[config.mk]
export PLATFORM = sky130hd
export DESIGN_NAME = id_number_check_and_decode_top
export DESIGN_NICKNAME = d
export VERILOG_FILES = /design/src/idc_pkg.sv /design/src/id_number_check_and_decode_top.sv
export VERILOG_INCLUDE_DIRS = /design/src /design/src/src
export SDC_FILE = /design/constraint.sdc
export NUM_CORES = 2
export LEC_CHECK = 0
export BUFFER_PORTS_ARGS = -buffer_cell sky130_fd_sc_hd__buf_2
export CAP_MARGIN = 15
export CORE_MARGIN = 5
export CORE_UTILIZATION = 50
export DETAILED_ROUTE_END_ITERATION = 10
export PLACE_DENSITY_LB_ADDON = 0.12
export SKIP_CTS_REPAIR_TIMING = 1
export SYNTH_ARGS = -nofsm -noshare
export SYNTH_HDL_FRONTEND = slang
export SYNTH_SLANG_ARGS = --single-unit
[constraint.sdc]
create_clock -name clk -period 12 [get_ports clk]
set_input_delay 0.6 -clock clk [delete_from_list [all_inputs] [get_ports clk]]
set_output_delay 0.6 -clock clk [all_outputs]
set_load 0.02 [all_outputs]
[src/id_number_check_and_decode_top_defines.svh]
// Assertion macros for the identification number check and decode block.
`ifndef ID_NUMBER_CHECK_AND_DECODE_TOP_DEFINES_SVH
`define ID_NUMBER_CHECK_AND_DECODE_TOP_DEFINES_SVH

// The consequent must hold in the same cycle as the antecedent.
`define IDC_ASSERT_NOW(label, clk_sig, rst_sig, ante, cons, msg) \
    label: assert property (@(posedge clk_sig) disable iff (!rst_sig) (ante) |-> (cons)) \
        else $error(msg);

// The consequent must hold in the cycle after the antecedent.
`define IDC_ASSERT_NEXT(label, clk_sig, rst_sig, ante, cons, msg) \
    label: assert property (@(posedge clk_sig) disable iff (!rst_sig) (ante) |=> (cons)) \
        else $error(msg);

`endif

[src/idc_pkg.sv]
// Package with types, constants and tables for the identification number block.
package idc_pkg;

    localparam int ID_W       = 44;
    localparam int NUM_DIGITS = 13;
    localparam int DIG_IDX_W  = 4;
    localparam int NUM_LIMBS  = 7;
    localparam int NUM_CHUNKS = 6;
    localparam int CHUNK_W    = 8;
    localparam int PAD_W      = NUM_CHUNKS * CHUNK_W;
    localparam int COL_W      = 17;
    localparam int QUOT_W     = 11;
    localparam int SUM_W      = 11;
    localparam int CARRY_W    = 5;
    localparam int LIMB_W     = 7;
    localparam int DIGIT_W    = 4;
    localparam int STAGES     = 7;

    localparam int CFG_IDX_W  = 1;
    localparam int CFG_DATA_W = 12;
    localparam int CUTOFF_W   = 10;
    localparam int YEAR_W     = 12;
    localparam int Y3_W       = 10;
    localparam int SERIAL_W   = 10;
    localparam int WSUM_W     = 9;
    localparam int Q11_W      = 6;
    localparam int MDAY_W     = 5;

    localparam logic [ID_W-1:0]     ID_LIMIT       = 44'd10000000000000;
    localparam logic [CUTOFF_W-1:0] CUTOFF_RESET   = 10'd17;
    localparam logic [YEAR_W-1:0]   EARLIEST_RESET = 12'd1918;

    // Reciprocal multipliers: floor(x / d) = (x * RECIP) >> SHIFT over the stated ranges.
    localparam int RECIP_COL         = 335545;
    localparam int RECIP_COL_W       = 19;
    localparam int RECIP_COL_SHIFT   = 25;
    localparam int RECIP_T           = 1311;
    localparam int RECIP_T_W         = 11;
    localparam int RECIP_T_SHIFT     = 17;
    localparam int RECIP_TEN         = 205;
    localparam int RECIP_TEN_W       = 8;
    localparam int RECIP_TEN_SHIFT   = 11;
    localparam int RECIP_ELEVEN      = 373;
    localparam int RECIP_ELEVEN_W    = 9;
    localparam int RECIP_ELEVEN_SHIFT = 12;

    localparam int TEN            = 10;
    localparam int ELEVEN         = 11;
    localparam int HUNDRED        = 100;
    localparam int FEMALE_SERIAL  = 500;
    localparam int YEAR_BASE_LOW  = 1000;
    localparam int YEAR_BASE_HIGH = 2000;
    localparam int MONTHS         = 12;
    localparam int FEBRUARY       = 2;

    typedef enum logic [CFG_IDX_W-1:0] {
        CFG_CENTURY_CUTOFF = 1'b0,
        CFG_EARLIEST_YEAR  = 1'b1
    } cfg_index_t;

    typedef enum logic [1:0] {
        STATUS_VALID = 2'd0,
        STATUS_RANGE = 2'd1,
        STATUS_CHECK = 2'd2,
        STATUS_DATE  = 2'd3
    } status_t;

    typedef logic [DIGIT_W-1:0] digit_t;
    typedef logic [LIMB_W-1:0]  limb_t;

    // Base-100 limbs of 256 to the power of the chunk position, least significant limb first.
    localparam limb_t CHUNK_LIMB [NUM_CHUNKS][NUM_LIMBS] = '{
        '{7'd1,  7'd0,  7'd0,  7'd0,  7'd0,  7'd0, 7'd0},
        '{7'd56, 7'd2,  7'd0,  7'd0,  7'd0,  7'd0, 7'd0},
        '{7'd36, 7'd55, 7'd6,  7'd0,  7'd0,  7'd0, 7'd0},
        '{7'd16, 7'd72, 7'd77, 7'd16, 7'd0,  7'd0, 7'd0},
        '{7'd96, 7'd72, 7'd96, 7'd94, 7'd42, 7'd0, 7'd0},
        '{7'd76, 7'd77, 7'd62, 7'd11, 7'd95, 7'd9, 7'd1}
    };

    localparam logic [2:0] CHECK_WEIGHT [NUM_DIGITS-1] = '{
        3'd7, 3'd6, 3'd5, 3'd4, 3'd3, 3'd2, 3'd7, 3'd6, 3'd5, 3'd4, 3'd3, 3'd2
    };

    localparam logic [MDAY_W-1:0] MONTH_LEN [MONTHS] = '{
        5'd31, 5'd28, 5'd31, 5'd30, 5'd31, 5'd30, 5'd31, 5'd31, 5'd30, 5'd31, 5'd30, 5'd31
    };

endpackage

[src/id_number_check_and_decode_top.sv]
// Top level of the identification number check and decode block.
// Throughput: one number per cycle through seven pipeline stages; a stall on the result side
// only holds back full stages, so empty stages keep taking transfers.
// Reset: rst_n clears every stage valid flag and loads century_cutoff 17, earliest_year 1918.
`include "id_number_check_and_decode_top_defines.svh"

module id_number_check_and_decode_top
(
    input  logic                            clk,
    input  logic                            rst_n,
    input  logic                            id_valid,
    output logic                            id_stall,
    input  logic [idc_pkg::ID_W-1:0]        id_value,
    output logic                            res_valid,
    input  logic                            res_stall,
    output logic [1:0]                      status,
    output logic [6:0]                      birth_day,
    output logic [6:0]                      birth_month,
    output logic [11:0]                     birth_year,
    output logic [6:0]                      region_code,
    output logic [9:0]                      serial_number,
    output logic                            is_female,
    output logic [3:0]                      check_digit,
    input  logic                            cfg_we,
    input  logic [idc_pkg::CFG_IDX_W-1:0]   cfg_index,
    input  logic [idc_pkg::CFG_DATA_W-1:0]  cfg_wdata
);

    import idc_pkg::*;

    logic [STAGES-1:0] ready;
    logic [STAGES-1:0] vld_reg;
    logic [STAGES-1:0] vld_next;
    logic [STAGES-2:1] oor_reg;
    logic [STAGES-2:1] oor_next;

    logic [CUTOFF_W-1:0] cutoff_reg;
    logic [CUTOFF_W-1:0] cutoff_next;
    logic [YEAR_W-1:0]   earliest_reg;
    logic [YEAR_W-1:0]   earliest_next;

    logic [ID_W-1:0]   v_reg;
    logic [ID_W-1:0]   v_next;
    logic [PAD_W-1:0]  v_pad;
    logic [COL_W-1:0]  col_reg   [NUM_LIMBS];
    logic [COL_W-1:0]  col_next  [NUM_LIMBS];
    logic [QUOT_W-1:0] quot_reg  [NUM_LIMBS];
    logic [QUOT_W-1:0] quot_next [NUM_LIMBS];
    limb_t             rem_reg   [NUM_LIMBS];
    limb_t             rem_next  [NUM_LIMBS];
    logic [CARRY_W-1:0] carry_reg  [NUM_LIMBS];
    logic [CARRY_W-1:0] carry_next [NUM_LIMBS];
    limb_t             part_reg  [NUM_LIMBS];
    limb_t             part_next [NUM_LIMBS];
    limb_t             limb_reg  [NUM_LIMBS];
    limb_t             limb_next [NUM_LIMBS];
    digit_t            digit_reg  [NUM_DIGITS];
    digit_t            digit_next [NUM_DIGITS];

    status_t             status_reg;
    status_t             status_next;
    limb_t               day_reg;
    limb_t               day_next;
    limb_t               month_reg;
    limb_t               month_next;
    logic [YEAR_W-1:0]   year_reg;
    logic [YEAR_W-1:0]   year_next;
    limb_t               region_reg;
    limb_t               region_next;
    logic [SERIAL_W-1:0] serial_reg;
    logic [SERIAL_W-1:0] serial_next;
    logic                female_reg;
    logic                female_next;
    digit_t              check_reg;
    digit_t              check_next;

    // A stage can load when it is empty or its content moves on in the same cycle.
    always_comb
    begin
        ready[STAGES-1] = !vld_reg[STAGES-1] || !res_stall;
        for (int i = STAGES - 2; i >= 0; i--)
        begin
            ready[i] = !vld_reg[i] || ready[i+1];
        end
    end

    always_comb
    begin
        vld_next[0] = ready[0] ? id_valid : vld_reg[0];
        for (int i = 1; i < STAGES; i++)
        begin
            vld_next[i] = ready[i] ? vld_reg[i-1] : vld_reg[i];
        end
    end

    always_comb
    begin
        cutoff_next   = cutoff_reg;
        earliest_next = earliest_reg;
        if (cfg_we)
        begin
            unique case (cfg_index_t'(cfg_index))
                CFG_CENTURY_CUTOFF: cutoff_next   = cfg_wdata[CUTOFF_W-1:0];
                CFG_EARLIEST_YEAR:  earliest_next = cfg_wdata[YEAR_W-1:0];
                default:            cutoff_next   = cutoff_reg;
            endcase
        end
    end

    always_ff @(posedge clk or negedge rst_n)
    begin
        if (!rst_n)
        begin
            vld_reg      <= '0;
            cutoff_reg   <= CUTOFF_RESET;
            earliest_reg <= EARLIEST_RESET;
        end
        else
        begin
            vld_reg      <= vld_next;
            cutoff_reg   <= cutoff_next;
            earliest_reg <= earliest_next;
        end
    end

    // Stage 0: input register.
    assign v_next = id_value;
    assign v_pad  = PAD_W'(v_reg);

    // Stage 1: range check and base-100 column sums of the byte chunks.
    always_comb
    begin
        oor_next[1] = (v_reg >= ID_LIMIT);
        for (int i = 2; i < STAGES - 1; i++)
        begin
            oor_next[i] = oor_reg[i-1];
        end
        for (int k = 0; k < NUM_LIMBS; k++)
        begin
            col_next[k] = '0;
            for (int m = 0; m < NUM_CHUNKS; m++)
            begin
                col_next[k] = col_next[k]
                    + COL_W'(v_pad[m*CHUNK_W +: CHUNK_W]) * COL_W'(CHUNK_LIMB[m][k]);
            end
        end
    end

    // Stage 2: split each column into a limb remainder and a carry.
    always_comb
    begin
        logic [COL_W+RECIP_COL_W-1:0] prod;
        prod = '0;
        for (int k = 0; k < NUM_LIMBS; k++)
        begin
            prod = (COL_W+RECIP_COL_W)'(col_reg[k]) * (COL_W+RECIP_COL_W)'(RECIP_COL);
            quot_next[k] = prod[RECIP_COL_SHIFT +: QUOT_W];
            rem_next[k]  = LIMB_W'(col_reg[k] - COL_W'(quot_next[k]) * COL_W'(HUNDRED));
        end
    end

    // Stage 3: add the carries in and split once more.
    always_comb
    begin
        logic [SUM_W-1:0]           tsum;
        logic [SUM_W+RECIP_T_W-1:0] prod;
        tsum = '0;
        prod = '0;
        for (int k = 0; k < NUM_LIMBS; k++)
        begin
            tsum = SUM_W'(rem_reg[k])
                + ((k == 0) ? SUM_W'(0) : SUM_W'(quot_reg[(k == 0) ? 0 : k - 1]));
            prod = (SUM_W+RECIP_T_W)'(tsum) * (SUM_W+RECIP_T_W)'(RECIP_T);
            carry_next[k] = prod[RECIP_T_SHIFT +: CARRY_W];
            part_next[k]  = LIMB_W'(tsum - SUM_W'(carry_next[k]) * SUM_W'(HUNDRED));
        end
    end

    // Stage 4: final carry ripple; at most one unit moves between neighbouring limbs.
    always_comb
    begin
        limb_t sum_limb;
        logic  ripple;
        sum_limb = '0;
        ripple   = 1'b0;
        for (int k = 0; k < NUM_LIMBS; k++)
        begin
            sum_limb = part_reg[k] + LIMB_W'(ripple)
                + ((k == 0) ? LIMB_W'(0) : LIMB_W'(carry_reg[(k == 0) ? 0 : k - 1]));
            if (sum_limb >= LIMB_W'(HUNDRED))
            begin
                limb_next[k] = sum_limb - LIMB_W'(HUNDRED);
                ripple       = 1'b1;
            end
            else
            begin
                limb_next[k] = sum_limb;
                ripple       = 1'b0;
            end
        end
    end

    // Stage 5: decimal digits, two per limb (top limb: one), most significant at index 0.
    always_comb
    begin
        logic [LIMB_W+RECIP_TEN_W-1:0] prod;
        digit_t                        hi_dig;
        digit_t                        lo_dig;
        prod       = '0;
        hi_dig     = '0;
        lo_dig     = '0;
        digit_next = '{default: '0};
        for (int k = 0; k < NUM_LIMBS; k++)
        begin
            prod   = (LIMB_W+RECIP_TEN_W)'(limb_reg[k]) * (LIMB_W+RECIP_TEN_W)'(RECIP_TEN);
            hi_dig = prod[RECIP_TEN_SHIFT +: DIGIT_W];
            lo_dig = DIGIT_W'(limb_reg[k] - LIMB_W'(hi_dig) * LIMB_W'(TEN));
            digit_next[DIG_IDX_W'(NUM_DIGITS - 1 - 2 * k)] = lo_dig;
            if (2 * k + 2 <= NUM_DIGITS)
            begin
                digit_next[DIG_IDX_W'(NUM_DIGITS - 2 - 2 * k)] = hi_dig;
            end
        end
    end

    // Stage 6: check digit, field decode and date validation into the output register.
    always_comb
    begin
        logic [WSUM_W-1:0]                wsum;
        logic [WSUM_W+RECIP_ELEVEN_W-1:0] prod;
        logic [Q11_W-1:0]                 q11;
        digit_t                           rem11;
        digit_t                           chk;
        limb_t                            day;
        limb_t                            mon;
        logic [Y3_W-1:0]                  y3;
        logic                             high_century;
        logic [YEAR_W-1:0]                year;
        logic [1:0]                       mod4;
        logic                             cent;
        logic                             cent400;
        logic                             leap;
        logic                             month_ok;
        logic [3:0]                       mon_idx;
        logic [MDAY_W-1:0]                max_day;
        logic                             date_bad;

        wsum = '0;
        for (int i = 0; i < NUM_DIGITS - 1; i++)
        begin
            wsum = wsum + WSUM_W'(digit_reg[i]) * WSUM_W'(CHECK_WEIGHT[i]);
        end
        prod  = (WSUM_W+RECIP_ELEVEN_W)'(wsum) * (WSUM_W+RECIP_ELEVEN_W)'(RECIP_ELEVEN);
        q11   = prod[RECIP_ELEVEN_SHIFT +: Q11_W];
        rem11 = DIGIT_W'(wsum - WSUM_W'(q11) * WSUM_W'(ELEVEN));
        chk   = (rem11 == '0) ? '0 : DIGIT_W'(ELEVEN) - rem11;

        day = LIMB_W'(digit_reg[0]) * LIMB_W'(TEN) + LIMB_W'(digit_reg[1]);
        mon = LIMB_W'(digit_reg[2]) * LIMB_W'(TEN) + LIMB_W'(digit_reg[3]);
        y3  = Y3_W'(digit_reg[4]) * Y3_W'(HUNDRED) + Y3_W'(digit_reg[5]) * Y3_W'(TEN)
            + Y3_W'(digit_reg[6]);
        high_century = (y3 <= cutoff_reg);
        year = YEAR_W'(y3) + (high_century ? YEAR_W'(YEAR_BASE_HIGH) : YEAR_W'(YEAR_BASE_LOW));

        // Both century bases are multiples of 100, so the year's low digits decide.
        mod4    = 2'({digit_reg[5][0], 1'b0}) + digit_reg[6][1:0];
        cent    = (digit_reg[5] == '0) && (digit_reg[6] == '0);
        cent400 = high_century ? (digit_reg[4][1:0] == 2'd0) : (digit_reg[4][1:0] == 2'd2);
        leap    = ((mod4 == 2'd0) && !cent) || (cent && cent400);

        month_ok = (mon != '0) && (mon <= LIMB_W'(MONTHS));
        mon_idx  = month_ok ? 4'(mon - LIMB_W'(1)) : '0;
        max_day  = MONTH_LEN[mon_idx]
            + MDAY_W'(leap && (mon == LIMB_W'(FEBRUARY)));
        date_bad = (year < earliest_reg) || (day == '0) || !month_ok
            || (day > LIMB_W'(max_day));

        status_next = STATUS_VALID;
        day_next    = day;
        month_next  = mon;
        year_next   = year;
        region_next = LIMB_W'(digit_reg[7]) * LIMB_W'(TEN) + LIMB_W'(digit_reg[8]);
        serial_next = SERIAL_W'(digit_reg[9]) * SERIAL_W'(HUNDRED)
            + SERIAL_W'(digit_reg[10]) * SERIAL_W'(TEN) + SERIAL_W'(digit_reg[11]);
        female_next = (serial_next >= SERIAL_W'(FEMALE_SERIAL));
        check_next  = digit_reg[NUM_DIGITS-1];

        priority if (oor_reg[STAGES-2])
        begin
            status_next = STATUS_RANGE;
            day_next    = '0;
            month_next  = '0;
            year_next   = '0;
            region_next = '0;
            serial_next = '0;
            female_next = 1'b0;
            check_next  = '0;
        end
        else if (chk != digit_reg[NUM_DIGITS-1])
        begin
            status_next = STATUS_CHECK;
        end
        else if (date_bad)
        begin
            status_next = STATUS_DATE;
        end
        else
        begin
            status_next = STATUS_VALID;
        end
    end

    always_ff @(posedge clk)
    begin
        if (ready[0])
        begin
            v_reg <= v_next;
        end
        for (int i = 1; i < STAGES - 1; i++)
        begin
            if (ready[i])
            begin
                oor_reg[i] <= oor_next[i];
            end
        end
        if (ready[1])
        begin
            col_reg <= col_next;
        end
        if (ready[2])
        begin
            quot_reg <= quot_next;
            rem_reg  <= rem_next;
        end
        if (ready[3])
        begin
            carry_reg <= carry_next;
            part_reg  <= part_next;
        end
        if (ready[4])
        begin
            limb_reg <= limb_next;
        end
        if (ready[5])
        begin
            digit_reg <= digit_next;
        end
        if (ready[6])
        begin
            status_reg <= status_next;
            day_reg    <= day_next;
            month_reg  <= month_next;
            year_reg   <= year_next;
            region_reg <= region_next;
            serial_reg <= serial_next;
            female_reg <= female_next;
            check_reg  <= check_next;
        end
    end

    assign id_stall      = !ready[0];
    assign res_valid     = vld_reg[STAGES-1];
    assign status        = status_reg;
    assign birth_day     = day_reg;
    assign birth_month   = month_reg;
    assign birth_year    = year_reg;
    assign region_code   = region_reg;
    assign serial_number = serial_reg;
    assign is_female     = female_reg;
    assign check_digit   = check_reg;

    `IDC_ASSERT_NOW(a_drained_accepts, clk, rst_n, !res_valid, !id_stall, "Input stalled while the result register is empty")
    `IDC_ASSERT_NEXT(a_no_spurious_item, clk, rst_n, !(|vld_reg) && !id_valid, !(|vld_reg), "Pipeline holds an item that was never transferred in")
    `IDC_ASSERT_NOW(a_range_fields_zero, clk, rst_n, res_valid && (status == STATUS_RANGE), (birth_day == '0) && (birth_month == '0) && (birth_year == '0) && (region_code == '0) && (serial_number == '0) && !is_female && (check_digit == '0), "Out of range result carries decoded fields")
    `IDC_ASSERT_NOW(a_valid_date_sane, clk, rst_n, res_valid && (status == STATUS_VALID), (birth_day != '0) && (birth_day <= 7'd31) && (birth_month != '0) && (birth_month <= 7'd12), "Valid result with an impossible day or month")

endmodule

## Yosys cells after proc, flatten, opt, wreduce, memory -nomap -nowiden

Memory sizes are Yosys's and may differ from the RTL's.
Index checks and enable logic that the tools add are counted.

- Register bits after elaboration: 468
- Memory bits (read-only): 80
- Input port bits: 62
- Output and inout bits: 52
- Logic and storage cells: 278
- Memories kept: 1

- Add/sub/neg operators: 73
- Multipliers: 65
- $lt $le $gt $ge: 13
- Equal/unequal tests: 2
- Mux-type cells: 19
- Bitwise gates (word level): 2
- Reduce and logical (&&, ||, !) cells: 37

Memory list:

| memory | depth | width | rd ports | clocked after Yosys merged registers in | write ports | RTL line | source |
|---|---|---|---|---|---|---|---|
| (no name shown) | 16 | 5 | 1 | 0 | 0 | id_number_check_and_decode_top.sv:273 | `max_day = MONTH_LEN[mon_idx]` |

Operators by type and width:

| kind | number |
|---|---|
| $mul A17 B19 Y36 const B | 4 |
| $mul A11 B11 Y22 const B | 6 |
| $sub A7 B7 Y7 | 13 |
| $mul A7 B8 Y15 const B | 5 |
| $add A7 B11 Y11 | 6 |
| $ge A7 B7 Y1 const B | 7 |
| $ge A44 B44 Y1 const B | 1 |
| $mul A11 B5 Y5 const B | 4 |
| $add A7 B1 Y7 | 6 |
| $add A7 B5 Y7 | 6 |
| $mul A8 B4 Y12 const B | 3 |
| $mux W7 | 5 |
| $sub A7 B7 Y7 const B | 5 |
| $add A16 B15 Y17 | 2 |
| $add A17 B11 Y17 | 2 |
| $mul A15 B19 Y34 const B | 1 |
| $mul A5 B4 Y5 const B | 6 |
| $mul A4 B3 Y7 const B | 4 |
| $mul A8 B6 Y14 const B | 2 |
| $mul A8 B19 Y27 const B | 1 |
| $mul A4 B7 Y11 const B | 2 |
| $mul A8 B2 Y10 const B | 2 |
| $sub A4 B4 Y4 | 5 |
| $add A9 B6 Y9 | 2 |
| 63 further kinds | 111 |

## Depth between registers and ports, before layout

- Word-level depth: 26
- Gate-level depth with buffers: 58
- Mapped depth without buffers: 58

## Worst setup path after synthesis

Ideal clock, no wire load.

- Path type: register -> register
- From: register digit_reg[45] (netlist name)
- To: register status_reg[1] (netlist: status[1]) (data pin)
- Library setup time: 270 ps
- Data arrival time: 11338 ps
- Data required time: 11730 ps
- Path slack: 391 ps
- Cell stages (with the launch flop): 48
- Buffers on the path: 0
- Clock period less this slack: 11609 ps
- Cell sequence: edfxtp_1 -> ha_1 -> fa_1 -> inv_1 -> fa_1 -> inv_1 -> fa_1 -> inv_1 -> fa_1 -> fa_1 -> inv_1 -> fa_1 -> inv_1 -> fa_1 -> inv_1 -> ha_1 -> fa_1 -> a21o_1 -> (+12 left out) -> xnor2_1 -> inv_1 -> ha_1 -> inv_1 -> fa_1 -> ha_1 -> a21o_1 -> a21oi_1 -> xnor2_1 -> xnor2_1 -> xnor2_1 -> xnor2_1 -> xnor2_1 -> ha_1 -> nand3_1 -> o22ai_1 -> nor3b_1 -> a21oi_1

- Word-level cells in the longest chain between the ends: 15
- Elaborated cells between the ends (all ways): 23
- Those cells by class: add/sub: 10; mul: 3; order compare: 1; mux: 3; reduce/logical: 6

RTL lines:

| item | RTL line | source |
|---|---|---|
| start: declaration | id_number_check_and_decode_top.sv:57 | `digit_t digit_reg [NUM_DIGITS];` |
| start signal: assignment | id_number_check_and_decode_top.sv:346 | `digit_reg <= digit_next;` |
| $mul A4 B2 Y6 | id_number_check_and_decode_top.sv:251 | `wsum = wsum + WSUM_W'(digit_reg[i]) * WSUM_W'(CHECK_WEIGHT[i]);` |
| $add A7 B7 Y8 | id_number_check_and_decode_top.sv:251 |  |
| $add A8 B7 Y9 | id_number_check_and_decode_top.sv:251 |  |
| $add A9 B6 Y9 (2 in a row) | id_number_check_and_decode_top.sv:251 |  |
| $add A9 B5 Y9 | id_number_check_and_decode_top.sv:251 |  |
| $add A9 B7 Y9 (2 in a row) | id_number_check_and_decode_top.sv:251 |  |
| $mul A9 B9 Y18 | id_number_check_and_decode_top.sv:253 | `prod = (WSUM_W+RECIP_ELEVEN_W)'(wsum) * (WSUM_W+RECIP_ELEVEN_W)'(RECIP_ELEVEN);` |
| $mul A6 B4 Y4 | id_number_check_and_decode_top.sv:255 | `rem11 = DIGIT_W'(wsum - WSUM_W'(q11) * WSUM_W'(ELEVEN));` |
| $sub A4 B4 Y4 | id_number_check_and_decode_top.sv:255 |  |
| $sub A4 B4 Y4 / $logic_not A4 Y1 (equally long branches) | id_number_check_and_decode_top.sv:256 | `chk = (rem11 == '0) ? '0 : DIGIT_W'(ELEVEN) - rem11;` |
| $mux W4 | id_number_check_and_decode_top.sv:256 |  |
| $reduce_bool A4 Y1 | id_number_check_and_decode_top.sv:299 | `else if (chk != digit_reg[NUM_DIGITS-1])` |
| $mux W2 (*) | id_number_check_and_decode_top.sv:299 |  |
| end signal: assignment | id_number_check_and_decode_top.sv:350 | `status_reg <= status_next;` |
| end: declaration | id_number_check_and_decode_top.sv:60 | `status_t status_reg;` |

Every way passes the cells marked *; elsewhere a longest branch is shown, timed or not.
A chain may end at the register's enable or synchronous reset.

## Worst setup path in the final report

- From: register digit_reg[21] (netlist name)
- To: register status_reg[1] (netlist: status[1]) (data pin)

- Word-level cells in the longest chain between the ends: 9
- Elaborated cells between the ends (all ways): 10
- Those cells by class: add/sub: 3; mul: 3; mux: 2; reduce/logical: 2

RTL lines:

| item | RTL line |
|---|---|
| $mul A4 B2 Y6 (*) | id_number_check_and_decode_top.sv:251 |
| $add A9 B7 Y9 (*) | id_number_check_and_decode_top.sv:251 |
| $mul A9 B9 Y18 | id_number_check_and_decode_top.sv:253 |
| $mul A6 B4 Y4 | id_number_check_and_decode_top.sv:255 |
| $sub A4 B4 Y4 (*) | id_number_check_and_decode_top.sv:255 |
| $sub A4 B4 Y4 / $logic_not A4 Y1 (equally long branches) | id_number_check_and_decode_top.sv:256 |
| $mux W4 (*) | id_number_check_and_decode_top.sv:256 |
| $reduce_bool A4 Y1 (*) | id_number_check_and_decode_top.sv:299 |
| $mux W2 (*) | id_number_check_and_decode_top.sv:299 |

Marks and branches as above.

==> run metrics <==
status=complete, no violations; Post-synth EDFFs=409; global-route wire length before repair=272 mm; synthesized cell area=80100 um2; Reg-to-Reg End=status[1]; Synth Area in Adders=59.1%; core area=159000 um2; die area=168000 um2; dpl hpwl=141 mm; hold path start=id_value[29]; Max clock buf depth=3; die height=410 um; YS warnings=0; routed wire length=161 mm; Site Rows=146; Overall Global Routing Usage=20.0%; Hold WC Path Type=in2reg; largest net degree at the start of global routing=75; antenna violations before repair=1; max reg flops=89; worst reg2reg path depth=46; simple-gate portion of the synthesized area=3.55%; vias in the first global route=53800; FF-to-FF Start=digit_reg[21]; routed vias=49200; Initial Util=50.4%; Synth Instances=7441; Clock Tree Root=clkbuf_16; gpl congestion=0.878; Worst Hold End=v_reg[29]; post-synthesis mux area share=0.280%; input/output buffers=97; Area growth syn-to-layout=6.89%; Distinct cells, synth=80; clk sinks=438; Ports=114; asr flop ratio synth=6.62%; Nets=10800; most frequent cells in the layout=inv_1 (2068), ha_1 (2012), fa_1 (1102); compound-gate portion of the synthesized area=6.20%; H-Tree Depth=2; CP required=12.40 ns; clock skew=0.0425 ns; Setup-failing EPs final=0; startpoint types=flop; CTS tree=yes; final hold slack=0.0992 ns; register area share after synthesis=16.3%; layout cells sized above 1=4.62%; total gr overflow=0; Primary FF master, synth=edfxtp_1; R2R Setup Slk=0.28 ns; critical path's most frequent cell=fa_1; share of the clock period used by the worst path=97.7%; largest family of logic cells by synthesized area=adder cells; vias per cell=5.04; most common cell after layout, fill and taps aside=inv_1; Slowest cell on crit path=fa_1; 1st-iter DRT viols=1670; Setup crit end kind=flop; fill count=14000; hold path depth=1; count of final hold-check violations=0; die width=410 um; CTS Buf Count=56; Detail Route Antenna Nets=0; critical path class=reg2reg; drt wl/cell=16.5 um; max frequency=85.3 MHz; RSZ-0062 raised after global routing=yes; crit-path max FO=4; post-synthesis sequential element count=438; Rel. slew slack=29.9%; Syn Area/Cell=10.8 um2; max-slew violations=0; minimum clock period=11.72 ns; Critical Path AT=12.12 ns; actual slew at the worst max-slew pin=1.05 ns; slowest stage delay, CP=0.60 ns; CTS clock-pin slew for the worst setup and hold paths=0.07 ns; drt pass-1 iters=6; DRC errors left=0; worst skew pair latency=0.67 ns; xor and xnor area share after synthesis=4.64%; maxcap violations=0
## area by class of cell
type	instances	area, um2	area share [%]
diodes	1	2.50	0.00292
clock buffers	66	1470	1.72
clock inverters	38	425	0.497
inverters	2074	7790	9.10
multi-input cells	4919	59300	69.3
flip-flops and latches	438	13000	15.2
well taps	2072	2590	3.03
repair buffers	157	942	1.10
## critical path, delay by kind of cell, from the launching register on
kind                       cells  cell delay (ns)
AOI/OAI and AO/OA              7             1.25
xor gates and xnor gates       7             1.04
adders and majority gates     19             7.78
buffers and inverters         11             0.75
DFF                            1             0.40
and+or+nand+nor                2             0.24
## routing by layer
layer	track usage, %	wire length [um]	up-vias
met3	1.88	4250	146
met2	34.5	77300	510
met4	4.03	3150	0
met1	27.6	75900	24300
li1	-	-	24300
met5	0	0	-
## worst max-delay path by stage
stage | from | to | slack, ns | depth (start not counted)
after floorplan | digit_reg[45] | status[1] | 0.39 | 47
final | digit_reg[21] | status[1] | 0.28 | 46
after detailed placement | digit_reg[44] | status[1] | -0.09 | 46
after CTS | digit_reg[44] | status[1] | -0.11 | 46
after global placement | digit_reg[20] | status[1] | 0.04 | 47
after global routing | digit_reg[21] | status[1] | -0.25 | 47
## metrics by stage
stage | setup WS (ns) | TNS (ns) | instances | util [%] | instance area, um2
after floorplan | 0.391 | 0 | 7456 | - | 80100
after global placement | 0.0399 | 0 | 9654 | 52.6 | 83500
after detailed placement | -0.0860 | -0.0860 | 9654 | 52.6 | 83500
after CTS | -0.108 | -0.108 | 9758 | 53.8 | 85400
after global routing | -0.248 | -0.650 | 9764 | 53.9 | 85600
final | 0.276 | 0 | 9765 | 53.9 | 85600
## synth_stat cells (all sizes together), types with 29 or more instances
cell type	number	area [um2]
a21o	142	1070
a21oi	253	1270
edfxtp	409	12300
fa	1104	22100
ha	2018	25200
inv	2074	7780
nand2	122	458
nand3	29	145
nor2	178	668
nor2b	62	388
nor3	52	260
o21a	42	315
o21ai	134	671
o21bai	37	278
xnor2	269	2360
xor2	137	1200
## cell families (layout without fill, tap and decap cells)
group	count (synthesis)	after routing
other	1	17
buffers and inverters	2099	2335
multiplexers	20	20
AND/OR/NAND/NOR	578	578
flip-flops	438	438
XOR/XNOR	413	413
AO/OA/AOI/OAI	770	770
adder cells (fa/ha/maj)	3122	3122
Power is not shown: default switching activity piles up to over one toggle a cycle in this logic, so the estimate is an artifact.
